<file path="config.mk">
export PLATFORM = sky130hd
export DESIGN_NAME = dust_frame_parser_adaptive_report
export DESIGN_NICKNAME = d
export VERILOG_FILES = /design/src/hdl/dfpar_pkg.sv /design/src/hdl/dust_frame_parser_adaptive_report.sv /design/src/hdl/dfpar_front.sv /design/src/hdl/dfpar_queue.sv /design/src/hdl/dfpar_back.sv
export SDC_FILE = /design/constraint.sdc
export NUM_CORES = 1
export LEC_CHECK = 0
export BUFFER_PORTS_ARGS = -buffer_cell sky130_fd_sc_hd__clkbuf_2
export CAP_MARGIN = 30
export CORE_ASPECT_RATIO = 1.5
export CORE_UTILIZATION = 54
export CTS_CLUSTER_SIZE = 8
export DETAILED_ROUTE_END_ITERATION = 10
export PLACE_DENSITY = 0.71
export SETUP_SLACK_MARGIN = 0.05
export SLEW_MARGIN = 20
export SYNTH_ARGS = -nofsm -noshare
export SYNTH_HDL_FRONTEND = slang
export SYNTH_SLANG_ARGS = --single-unit
</file>
<file path="constraint.sdc">
create_clock -name clk -period 11.1 [get_ports clk]
set_input_delay 0.555 -clock clk [delete_from_list [all_inputs] [get_ports clk]]
set_output_delay 0.555 -clock clk [all_outputs]
set_load 0.05 [all_outputs]
</file>
<file path="src/hdl/dfpar_pkg.sv">
package dfpar_pkg;

    localparam int FRAME_LEN_DEF  = 32;
    localparam int WINDOW_LEN_DEF = 28;
    localparam int QUEUE_DEPTH    = 2;

    localparam logic [7:0] HDR0 = 8'h42;
    localparam logic [7:0] HDR1 = 8'h4D;

    localparam int PM_HI_POS   = 12;
    localparam int PM_LO_POS   = 13;
    localparam int DUST_HI_POS = 18;
    localparam int DUST_LO_POS = 19;

    localparam logic [1:0] ST_GOOD    = 2'd0;
    localparam logic [1:0] ST_BAD_HDR = 2'd1;
    localparam logic [1:0] ST_BAD_SUM = 2'd2;

    localparam logic [8:0] COUNT_MAX = 9'd511;
    localparam int         NUM_MARKS = 6;
    localparam logic [8:0] MARKS [NUM_MARKS] = '{9'd100, 9'd145, 9'd200, 9'd220, 9'd240, 9'd280};

    localparam logic [15:0] BAND0_MAX = 16'd2;
    localparam logic [15:0] BAND1_MAX = 16'd10;
    localparam logic [15:0] BAND2_MAX = 16'd30;
    localparam logic [15:0] BAND3_MAX = 16'd100;
    localparam logic [15:0] BAND4_MAX = 16'd200;

    typedef struct packed {
        logic [1:0]  status;
        logic [15:0] pm;
        logic [15:0] dust;
    } frame_desc_t;

    function automatic logic [8:0] band_mark(input logic [15:0] g);
        logic [8:0] m;
        priority if (g <= BAND0_MAX) m = MARKS[0];
        else if (g <= BAND1_MAX)     m = MARKS[1];
        else if (g <= BAND2_MAX)     m = MARKS[2];
        else if (g <= BAND3_MAX)     m = MARKS[3];
        else if (g <= BAND4_MAX)     m = MARKS[4];
        else                         m = MARKS[5];
        return m;
    endfunction

endpackage

</file>
<file path="src/hdl/dust_frame_parser_adaptive_report.sv">
// Takes one byte per cycle while in_ready is high; the last byte of a frame
// queues one frame item. The result register loads once the output is free,
// after the multiply and fix states when the frame fills the window
// (reciprocal multiply and correction for the mean difference).
// Reset (rst_n, async, active low) clears byte position, queue, counters,
// window fill, gap and output valid; no clearing pass.
module dust_frame_parser_adaptive_report #(
    parameter int FRAME_LEN  = dfpar_pkg::FRAME_LEN_DEF,
    parameter int WINDOW_LEN = dfpar_pkg::WINDOW_LEN_DEF
) (
    input  logic        clk,
    input  logic        rst_n,
    input  logic        in_valid,
    output logic        in_ready,
    input  logic [7:0]  rx_byte,
    output logic        out_valid,
    input  logic        out_ready,
    output logic [1:0]  frame_status,
    output logic [15:0] pm25_value,
    output logic [15:0] dust_value,
    output logic [15:0] gap_value,
    output logic        report_valid,
    output logic [19:0] report_value,
    output logic        reset_request
);

    dfpar_pkg::frame_desc_t push_data, head;
    logic q_push, q_full, q_pop, q_empty;

    dfpar_front #(
        .FRAME_LEN(FRAME_LEN)
    ) u_front (
        .clk      (clk),
        .rst_n    (rst_n),
        .in_valid (in_valid),
        .in_ready (in_ready),
        .rx_byte  (rx_byte),
        .q_full   (q_full),
        .q_push   (q_push),
        .q_data   (push_data)
    );

    dfpar_queue #(
        .DEPTH(dfpar_pkg::QUEUE_DEPTH)
    ) u_queue (
        .clk       (clk),
        .rst_n     (rst_n),
        .push      (q_push),
        .push_data (push_data),
        .full      (q_full),
        .pop       (q_pop),
        .empty     (q_empty),
        .head      (head)
    );

    dfpar_back #(
        .WINDOW_LEN(WINDOW_LEN)
    ) u_back (
        .clk           (clk),
        .rst_n         (rst_n),
        .q_empty       (q_empty),
        .q_head        (head),
        .q_pop         (q_pop),
        .out_valid     (out_valid),
        .out_ready     (out_ready),
        .frame_status  (frame_status),
        .pm25_value    (pm25_value),
        .dust_value    (dust_value),
        .gap_value     (gap_value),
        .report_valid  (report_valid),
        .report_value  (report_value),
        .reset_request (reset_request)
    );

endmodule

</file>
<file path="src/hdl/dfpar_front.sv">
module dfpar_front #(
    parameter int FRAME_LEN = dfpar_pkg::FRAME_LEN_DEF
) (
    input  logic                   clk,
    input  logic                   rst_n,
    input  logic                   in_valid,
    output logic                   in_ready,
    input  logic [7:0]             rx_byte,
    input  logic                   q_full,
    output logic                   q_push,
    output dfpar_pkg::frame_desc_t q_data
);

    localparam int IDX_W = $clog2(FRAME_LEN);
    localparam int SUM_W = 8 + $clog2(FRAME_LEN);
    localparam logic [IDX_W-1:0] LAST_IDX = IDX_W'(FRAME_LEN - 1);
    localparam logic [IDX_W-1:0] HI_IDX   = IDX_W'(FRAME_LEN - 2);
    localparam logic [IDX_W-1:0] SUM_END  = IDX_W'(FRAME_LEN - 3);

    logic [IDX_W-1:0] idx_reg, idx_next;
    logic             hdr_ok_reg, hdr_ok_next;
    logic [SUM_W-1:0] sum_reg, sum_next;
    logic [7:0]       word_hi_reg, word_hi_next;
    logic [15:0]      pm_reg, pm_next;
    logic [15:0]      dust_reg, dust_next;
    logic             is_last, accept;

    assign is_last  = (idx_reg == LAST_IDX);
    assign in_ready = !is_last || !q_full;
    assign accept   = in_valid && in_ready;

    always_comb
    begin
        idx_next     = idx_reg;
        hdr_ok_next  = hdr_ok_reg;
        sum_next     = sum_reg;
        word_hi_next = word_hi_reg;
        pm_next      = pm_reg;
        dust_next    = dust_reg;
        if (accept)
        begin
            idx_next = is_last ? '0 : idx_reg + 1'b1;
            if (idx_reg == '0)
            begin
                hdr_ok_next = (rx_byte == dfpar_pkg::HDR0);
                sum_next    = SUM_W'(rx_byte);
                pm_next     = '0;
                dust_next   = '0;
            end
            else
            begin
                if (idx_reg == IDX_W'(1))
                    hdr_ok_next = hdr_ok_reg && (rx_byte == dfpar_pkg::HDR1);
                if (idx_reg <= SUM_END)
                    sum_next = sum_reg + SUM_W'(rx_byte);
            end
            if (idx_reg == HI_IDX)
                word_hi_next = rx_byte;
            if (32'(idx_reg) == dfpar_pkg::PM_HI_POS)
                pm_next[15:8] = rx_byte;
            if (32'(idx_reg) == dfpar_pkg::PM_LO_POS)
                pm_next[7:0] = rx_byte;
            if (32'(idx_reg) == dfpar_pkg::DUST_HI_POS)
                dust_next[15:8] = rx_byte;
            if (32'(idx_reg) == dfpar_pkg::DUST_LO_POS)
                dust_next[7:0] = rx_byte;
        end
    end

    assign q_push = accept && is_last;

    always_comb
    begin
        q_data.pm   = pm_next;
        q_data.dust = dust_next;
        if (!hdr_ok_reg)
            q_data.status = dfpar_pkg::ST_BAD_HDR;
        else if (16'(sum_reg) != {word_hi_reg, rx_byte})
            q_data.status = dfpar_pkg::ST_BAD_SUM;
        else
            q_data.status = dfpar_pkg::ST_GOOD;
    end

    always_ff @(posedge clk or negedge rst_n)
    begin
        if (!rst_n)
            idx_reg <= '0;
        else
            idx_reg <= idx_next;
    end

    always_ff @(posedge clk)
    begin
        hdr_ok_reg  <= hdr_ok_next;
        sum_reg     <= sum_next;
        word_hi_reg <= word_hi_next;
        pm_reg      <= pm_next;
        dust_reg    <= dust_next;
    end

endmodule

</file>
<file path="src/hdl/dfpar_queue.sv">
module dfpar_queue #(
    parameter int DEPTH = dfpar_pkg::QUEUE_DEPTH
) (
    input  logic                   clk,
    input  logic                   rst_n,
    input  logic                   push,
    input  dfpar_pkg::frame_desc_t push_data,
    output logic                   full,
    input  logic                   pop,
    output logic                   empty,
    output dfpar_pkg::frame_desc_t head
);

    localparam int PTR_W = (DEPTH > 1) ? $clog2(DEPTH) : 1;
    localparam int CNT_W = $clog2(DEPTH + 1);
    localparam logic [PTR_W-1:0] PTR_LAST = PTR_W'(DEPTH - 1);

    dfpar_pkg::frame_desc_t slot_reg [DEPTH];
    logic [PTR_W-1:0] wr_ptr_reg, wr_ptr_next;
    logic [PTR_W-1:0] rd_ptr_reg, rd_ptr_next;
    logic [CNT_W-1:0] count_reg, count_next;
    logic             do_push, do_pop;

    assign full    = (count_reg == CNT_W'(DEPTH));
    assign empty   = (count_reg == '0);
    assign head    = slot_reg[rd_ptr_reg];
    assign do_push = push && !full;
    assign do_pop  = pop && !empty;

    always_comb
    begin
        wr_ptr_next = wr_ptr_reg;
        rd_ptr_next = rd_ptr_reg;
        count_next  = count_reg;
        if (do_push)
            wr_ptr_next = (wr_ptr_reg == PTR_LAST) ? '0 : wr_ptr_reg + 1'b1;
        if (do_pop)
            rd_ptr_next = (rd_ptr_reg == PTR_LAST) ? '0 : rd_ptr_reg + 1'b1;
        if (do_push && !do_pop)
            count_next = count_reg + 1'b1;
        else if (do_pop && !do_push)
            count_next = count_reg - 1'b1;
    end

    always_ff @(posedge clk or negedge rst_n)
    begin
        if (!rst_n)
        begin
            wr_ptr_reg <= '0;
            rd_ptr_reg <= '0;
            count_reg  <= '0;
        end
        else
        begin
            wr_ptr_reg <= wr_ptr_next;
            rd_ptr_reg <= rd_ptr_next;
            count_reg  <= count_next;
        end
    end

    always_ff @(posedge clk)
    begin
        if (do_push)
            slot_reg[wr_ptr_reg] <= push_data;
    end

endmodule

</file>
<file path="src/hdl/dfpar_back.sv">
module dfpar_back #(
    parameter int WINDOW_LEN = dfpar_pkg::WINDOW_LEN_DEF
) (
    input  logic                   clk,
    input  logic                   rst_n,
    input  logic                   q_empty,
    input  dfpar_pkg::frame_desc_t q_head,
    output logic                   q_pop,
    output logic                   out_valid,
    input  logic                   out_ready,
    output logic [1:0]             frame_status,
    output logic [15:0]            pm25_value,
    output logic [15:0]            dust_value,
    output logic [15:0]            gap_value,
    output logic                   report_valid,
    output logic [19:0]            report_value,
    output logic                   reset_request
);

    localparam int FILL_W = $clog2(WINDOW_LEN + 1);
    localparam int ACC_W  = 16 + $clog2(WINDOW_LEN);
    localparam int DIVISOR = WINDOW_LEN - 1;
    localparam logic [ACC_W:0] RECIP = (ACC_W+1)'((64'd1 << ACC_W) / DIVISOR);
    localparam logic [FILL_W-1:0] FILL_FULL = FILL_W'(WINDOW_LEN);
    localparam logic [ACC_W-1:0]  DIV_C = ACC_W'(DIVISOR);

    localparam logic [1:0] S_IDLE = 2'd0;
    localparam logic [1:0] S_MUL  = 2'd1;
    localparam logic [1:0] S_FIX  = 2'd2;

    logic [1:0]        state_reg, state_next;
    logic [FILL_W-1:0] fill_reg, fill_next;
    logic              gap_done_reg, gap_done_next;
    logic [15:0]       gap_reg, gap_next;
    logic [8:0]        good_reg, good_next;
    logic [8:0]        mark_reg, mark_next;
    logic [15:0]       prev_reg, prev_next;
    logic [ACC_W-1:0]  acc_reg, acc_next;
    logic [2*ACC_W:0]  prod_reg, prod_next;
    logic [15:0]       pend_pm_reg, pend_pm_next;
    logic [15:0]       pend_dust_reg, pend_dust_next;

    logic              out_valid_reg, out_valid_next;
    logic              load_out;
    logic [1:0]        o_status;
    logic [15:0]       o_pm, o_dust, o_gap;
    logic              o_report;
    logic [1:0]        status_reg;
    logic [15:0]       pm_reg, dust_reg, gapo_reg;
    logic              report_reg;

    logic              out_free;
    logic [15:0]       diff;
    logic [FILL_W-1:0] fill_w;
    logic [ACC_W-1:0]  acc_w;
    logic [8:0]        mark_w, good_w;
    logic              report_w;
    logic [ACC_W-1:0]  q0, rem;
    logic [15:0]       gap_calc;

    assign out_free = !out_valid_reg || out_ready;

    assign diff = (q_head.dust > prev_reg) ? q_head.dust - prev_reg : prev_reg - q_head.dust;

    always_comb
    begin
        fill_w = fill_reg;
        acc_w  = acc_reg;
        if (fill_reg < FILL_FULL)
        begin
            fill_w = fill_reg + 1'b1;
            acc_w  = (fill_reg == '0) ? '0 : acc_reg + ACC_W'(diff);
        end
        mark_w = mark_reg;
        for (int i = 0; i < dfpar_pkg::NUM_MARKS; i++)
            if (good_reg == dfpar_pkg::MARKS[i])
                mark_w = dfpar_pkg::MARKS[i];
        good_w = (good_reg < dfpar_pkg::COUNT_MAX) ? good_reg + 1'b1 : good_reg;
        report_w = (mark_w == dfpar_pkg::band_mark(gap_reg));
    end

    // reciprocal estimate is exact or one low
    always_comb
    begin
        q0  = prod_reg[2*ACC_W-1:ACC_W];
        rem = acc_reg - ACC_W'(q0 * DIV_C);
        gap_calc = (rem >= DIV_C) ? 16'(q0 + 1'b1) : 16'(q0);
    end

    always_comb
    begin
        state_next     = state_reg;
        fill_next      = fill_reg;
        gap_done_next  = gap_done_reg;
        gap_next       = gap_reg;
        good_next      = good_reg;
        mark_next      = mark_reg;
        prev_next      = prev_reg;
        acc_next       = acc_reg;
        prod_next      = prod_reg;
        pend_pm_next   = pend_pm_reg;
        pend_dust_next = pend_dust_reg;
        q_pop          = 1'b0;
        load_out       = 1'b0;
        o_status       = dfpar_pkg::ST_GOOD;
        o_pm           = '0;
        o_dust         = '0;
        o_gap          = gap_reg;
        o_report       = 1'b0;
        unique case (state_reg)
            S_IDLE:
            begin
                if (!q_empty && out_free)
                begin
                    q_pop = 1'b1;
                    if (q_head.status != dfpar_pkg::ST_GOOD)
                    begin
                        load_out = 1'b1;
                        o_status = q_head.status;
                    end
                    else
                    begin
                        if (fill_reg < FILL_FULL)
                            prev_next = q_head.dust;
                        fill_next = fill_w;
                        acc_next  = acc_w;
                        mark_next = mark_w;
                        good_next = good_w;
                        if (fill_w == FILL_FULL && !gap_done_reg)
                        begin
                            gap_done_next  = 1'b1;
                            pend_pm_next   = q_head.pm;
                            pend_dust_next = q_head.dust;
                            state_next     = S_MUL;
                        end
                        else
                        begin
                            load_out = 1'b1;
                            o_pm     = q_head.pm;
                            o_dust   = q_head.dust;
                            o_report = report_w;
                            if (report_w)
                            begin
                                fill_next     = '0;
                                good_next     = '0;
                                mark_next     = '0;
                                gap_done_next = 1'b0;
                            end
                        end
                    end
                end
            end
            S_MUL:
            begin
                prod_next  = (2*ACC_W+1)'(acc_reg * RECIP);
                state_next = S_FIX;
            end
            S_FIX:
            begin
                if (out_free)
                begin
                    gap_next = gap_calc;
                    load_out = 1'b1;
                    o_pm     = pend_pm_reg;
                    o_dust   = pend_dust_reg;
                    o_gap    = gap_calc;
                    o_report = (mark_reg == dfpar_pkg::band_mark(gap_calc));
                    if (o_report)
                    begin
                        fill_next     = '0;
                        good_next     = '0;
                        mark_next     = '0;
                        gap_done_next = 1'b0;
                    end
                    state_next = S_IDLE;
                end
            end
            default:
                state_next = S_IDLE;
        endcase
    end

    always_comb
    begin
        out_valid_next = out_valid_reg;
        if (load_out)
            out_valid_next = 1'b1;
        else if (out_ready)
            out_valid_next = 1'b0;
    end

    always_ff @(posedge clk or negedge rst_n)
    begin
        if (!rst_n)
        begin
            state_reg     <= S_IDLE;
            fill_reg      <= '0;
            gap_done_reg  <= 1'b0;
            gap_reg       <= '0;
            good_reg      <= '0;
            mark_reg      <= '0;
            out_valid_reg <= 1'b0;
        end
        else
        begin
            state_reg     <= state_next;
            fill_reg      <= fill_next;
            gap_done_reg  <= gap_done_next;
            gap_reg       <= gap_next;
            good_reg      <= good_next;
            mark_reg      <= mark_next;
            out_valid_reg <= out_valid_next;
        end
    end

    always_ff @(posedge clk)
    begin
        prev_reg      <= prev_next;
        acc_reg       <= acc_next;
        prod_reg      <= prod_next;
        pend_pm_reg   <= pend_pm_next;
        pend_dust_reg <= pend_dust_next;
        if (load_out)
        begin
            status_reg <= o_status;
            pm_reg     <= o_pm;
            dust_reg   <= o_dust;
            gapo_reg   <= o_gap;
            report_reg <= o_report;
        end
    end

    assign out_valid     = out_valid_reg;
    assign frame_status  = status_reg;
    assign pm25_value    = pm_reg;
    assign dust_value    = dust_reg;
    assign gap_value     = gapo_reg;
    assign report_valid  = report_reg;
    assign reset_request = report_reg;
    assign report_value  = report_reg ? (20'(dust_reg) << 3) + (20'(dust_reg) << 1) : '0;

endmodule
</file>
==> metrics.md <==
| Metric | Value |
|---|---|
| CP bufs+invs | 4 |
| Most frequent cells in the layout | inv_1, ha_1, edfxtp_1 |
| Top cell type by total area after synthesis | edfxtp_1 |
| Synth cell types | 98 |
| Clk root buf | clkbuf_16 |
| Family with the most delay on the worst path | simple AND/OR/NAND/NOR gates |
| Synth warnings | 0 |
| Slowest library cell on the worst path | nor4_4 |
| Commonest non-fill, non-tap cell in the layout | inv_1 |
| Seq pwr share | 27.5% |
| WP data arrival | 9190 ps |
| GR Overflow Total | 0 |
| Clk sink count | 311 |
| Switching Fraction | 43.2% |
| Port bufs | 84 |
| H-tree Lvls | 2 |
| Cell internal pwr | 3.90 mW |
| Pin count of the biggest net entering global routing | 53 |
| Nets | 2960 |
| Initial antenna violation count | 0 |
| Die width | 178 um |
| Post-CTS Resized | 0 |
| Worst-path cell chain | inv_1 > fa_1 > fa_1 > inv_1 > fa_1 > inv_1 > ha_1 > nor3b_1 > a21oi_1 > o211ai_1 > nor4b_1 > nand4b_1 > or4b_4 > nor4_4 > a22oi_1 > o32ai_1 > nand4_1 > nor3_1 > xnor2_1 > nor3b_1 > o2111a_2 > nor2_2 > buf_8 > mux2_1 |
| Worst Tran Pin Value | 939 ps |
| Max Cap Viol | 0 |
| Hold-fix buffers, CTS | 0 |
| Setup TNS | 0 ps |
| Power share of the combinational group | 54.4% |
| Routed Antenna Nets | 0 |
| Total CTS buffers | 44 |
| Startpoint types | flip-flop |
| CORE AREA | 45900 sq um |
| Post-detailed-route wirelength per cell | 19.7 um |
| Vias per Instance | 5.79 |
| Post-CTS Repair Setup Buffers | 0 |
| Syn nets | 2861 |
| Cell area after layout | 27600 sq um |
| Run status | complete, no violations |
| Sequential area share after synthesis | 34.8% |
| Skew final | 38.8 ps |
| Leakage | 12.4 nW |
| Initial Util | 54.8% |
| DRT Pass-1 Iters | 5 |
| Placer Congestion | 0.934 |
| Max Buffers Root-to-Sink | 3 |
| Reg2reg setup slack | 2340 ps |
| Cell Pwr Density | 249 nW/um^2 |
| Layout cells sized above 1 | 9.28% |
| CTS tree | built |
| Yosys reg bits | 311 |
| Post-synth ARST share | 16.7% |
| Clock Power Share | 18.1% |
| Die footprint | 47500 sq um |
| RSZ-0062 raised after global routing | no |
| Synth top area share | 27.1% |
| Fillers | 3765 |
| Crit Path Max Fanout | 15 |
| Worst-skew pair later-pin latency | 560 ps |
| 1st-iter DRT viols | 915 |
| Worst-path clk slew | 50 ps |
| CP required | 11530 ps |
| GRT Total Usage | 26.6% |
| # IOs | 86 |
| Synth Area per Inst | 10.6 sq um |
| Antenna diode count | 0 |
| WHS | 136 ps |
| Dpl cell area | 26300 sq um |
| Critical path class | reg -> reg |
| Setup WS pre-CTS | 2400 ps |
| Min Tclk post-route | 8760 ps |
| Die H | 266 um |
| Fin crit share | 78.9% |
| Relative slew slack | 36.9% |
| Routed vias | 17859 |
| First-pass GRT wire length | 98.0 mm |
| F_max | 0.114 GHz |
| Power, Total | 6.86 mW |
| Vias in the first global route | 18912 |
| HPWL Detailed | 46.9 mm |
| Synth Flop Type | edfxtp_1 |
| WL final | 60.8 mm |
| Worst setup margin | 2340 ps |
| # rows | 96 |
| DRC Markers | 0 |
| Largest cells by area after synthesis | edfxtp_1, ha_1, fa_1 |
| Worst hold path class | in -> async |
| Final setup vio count | 0 |
| Area grow syn2layout | 9.72% |
| Worst setup EP type | flip-flop |
| Post-Syn Instances | 2370 |
| Crit path largest cell delay | 800 ps |
| Worst vdd ir | 365 uV |
| Slew Viols, Final | 0 |
| P_sw | 2.96 mW |
| Cell Area, Synth | 25100 sq um |
| Largest register FFs | 68 |
| Hold Fails Final Rpt | 0 |
| Number of flops mapped to enable cells by yosys | 227 |
power groups by stage:
stage	logic, mW	registers (mW)	clock network [mW]
CTS	3.76	1.88	1.26
global placement	3.60	1.90	0
detailed placement	3.72	1.90	0
finish	3.74	1.89	1.24
global route	4.19	1.91	1.31
floorplan	2.62	2.14	0
through the flow:
step	utilization, %	cells
global route	60.1	3087
detailed placement	57.3	3009
CTS	60.1	3085
floorplan	-	2370
finish	60.1	3087
global placement	57.3	3009
path summary, 6_finish.rpt:
check	from	to	depth (start not counted)
worst max-delay path	u_back.prod_reg[25]	u_back.mark_reg[4]	24
worst min-delay path	rst_n	u_back.gap_reg[0]	2
worst max register to register	u_back.prod_reg[25]	u_back.mark_reg[4]	24
worst min register to register	u_front.pm_reg[2]	u_front.pm_reg[2]	1
max in group asynchronous	rst_n	u_front.idx_reg[4]	2
min in group clk	rx_byte[1]	u_front.word_hi_reg[1]	1
worst register-to-register path: stages, from the launching register on:
cell and delay [ps]:
edfxtp_1 720, inv_1 390, fa_1 580, fa_1 500, inv_1 60, fa_1 530
inv_1 40, ha_1 390, nor3b_1 180, a21oi_1 250, o211ai_1 160, nor4b_1 270
nand4b_1 330, or4b_4 660, nor4_4 800, a22oi_1 220, o32ai_1 260, nand4_1 420
nor3_1 410, xnor2_1 180, nor3b_1 90, o2111a_2 330, nor2_2 350, buf_8 220
mux2_1 340
area by class of cell:
cell class	instances	area, sq um	share of cell area, %
Multi-Input combinational cell	1647	14800	53.8
Sequential cell	311	8760	31.7
Inverter	349	1310	4.75
Clock buffer	73	1210	4.38
Tap cell	588	736	2.67
Timing Repair Buffer	116	676	2.45
Clock inverter	3	58.8	0.213
per-layer routing:
layer / up-vias / global-route usage [%] / part of all wire, %
met5: - / 0 / 0
met4: 0 / 14.1 / 5.4
met3: 176 / 2.44 / 3.1
met2: 458 / 49.0 / 53
met1: 8769 / 29.9 / 38
li1: 8456 / - / -
cell families (layout without fill, tap and decap cells):
logic type	after synthesis	in the layout	synth area share, %
compound gates	467	467	12.6
xor+xnor	104	104	3.62
simple gates	525	525	10.5
other cells	1	1	0.0149
mux	71	71	3.05
fa+ha+maj	479	479	29.0
buf+inv	412	541	6.36
flops	311	311	34.8
cell usage after synthesis, types with 22 or more instances:
cell type,number
inv_1,348
ha_1,305
edfxtp_1,227
fa_1,174
nand2_1,128
nor2_1,122
o21ai_0,107
a21oi_1,105
xnor2_1,73
dfrtp_1,52
nor3_1,51
clkbuf_1,46
nand3_1,35
mux2i_1,34
and2_1,33
a21o_1,32
a22o_1,32
dfxtp_1,32
xor2_1,31
o21bai_1,29
mux2_2,27
nor4_1,24
nor2b_1,22
(Power assumes the default switching activity.)
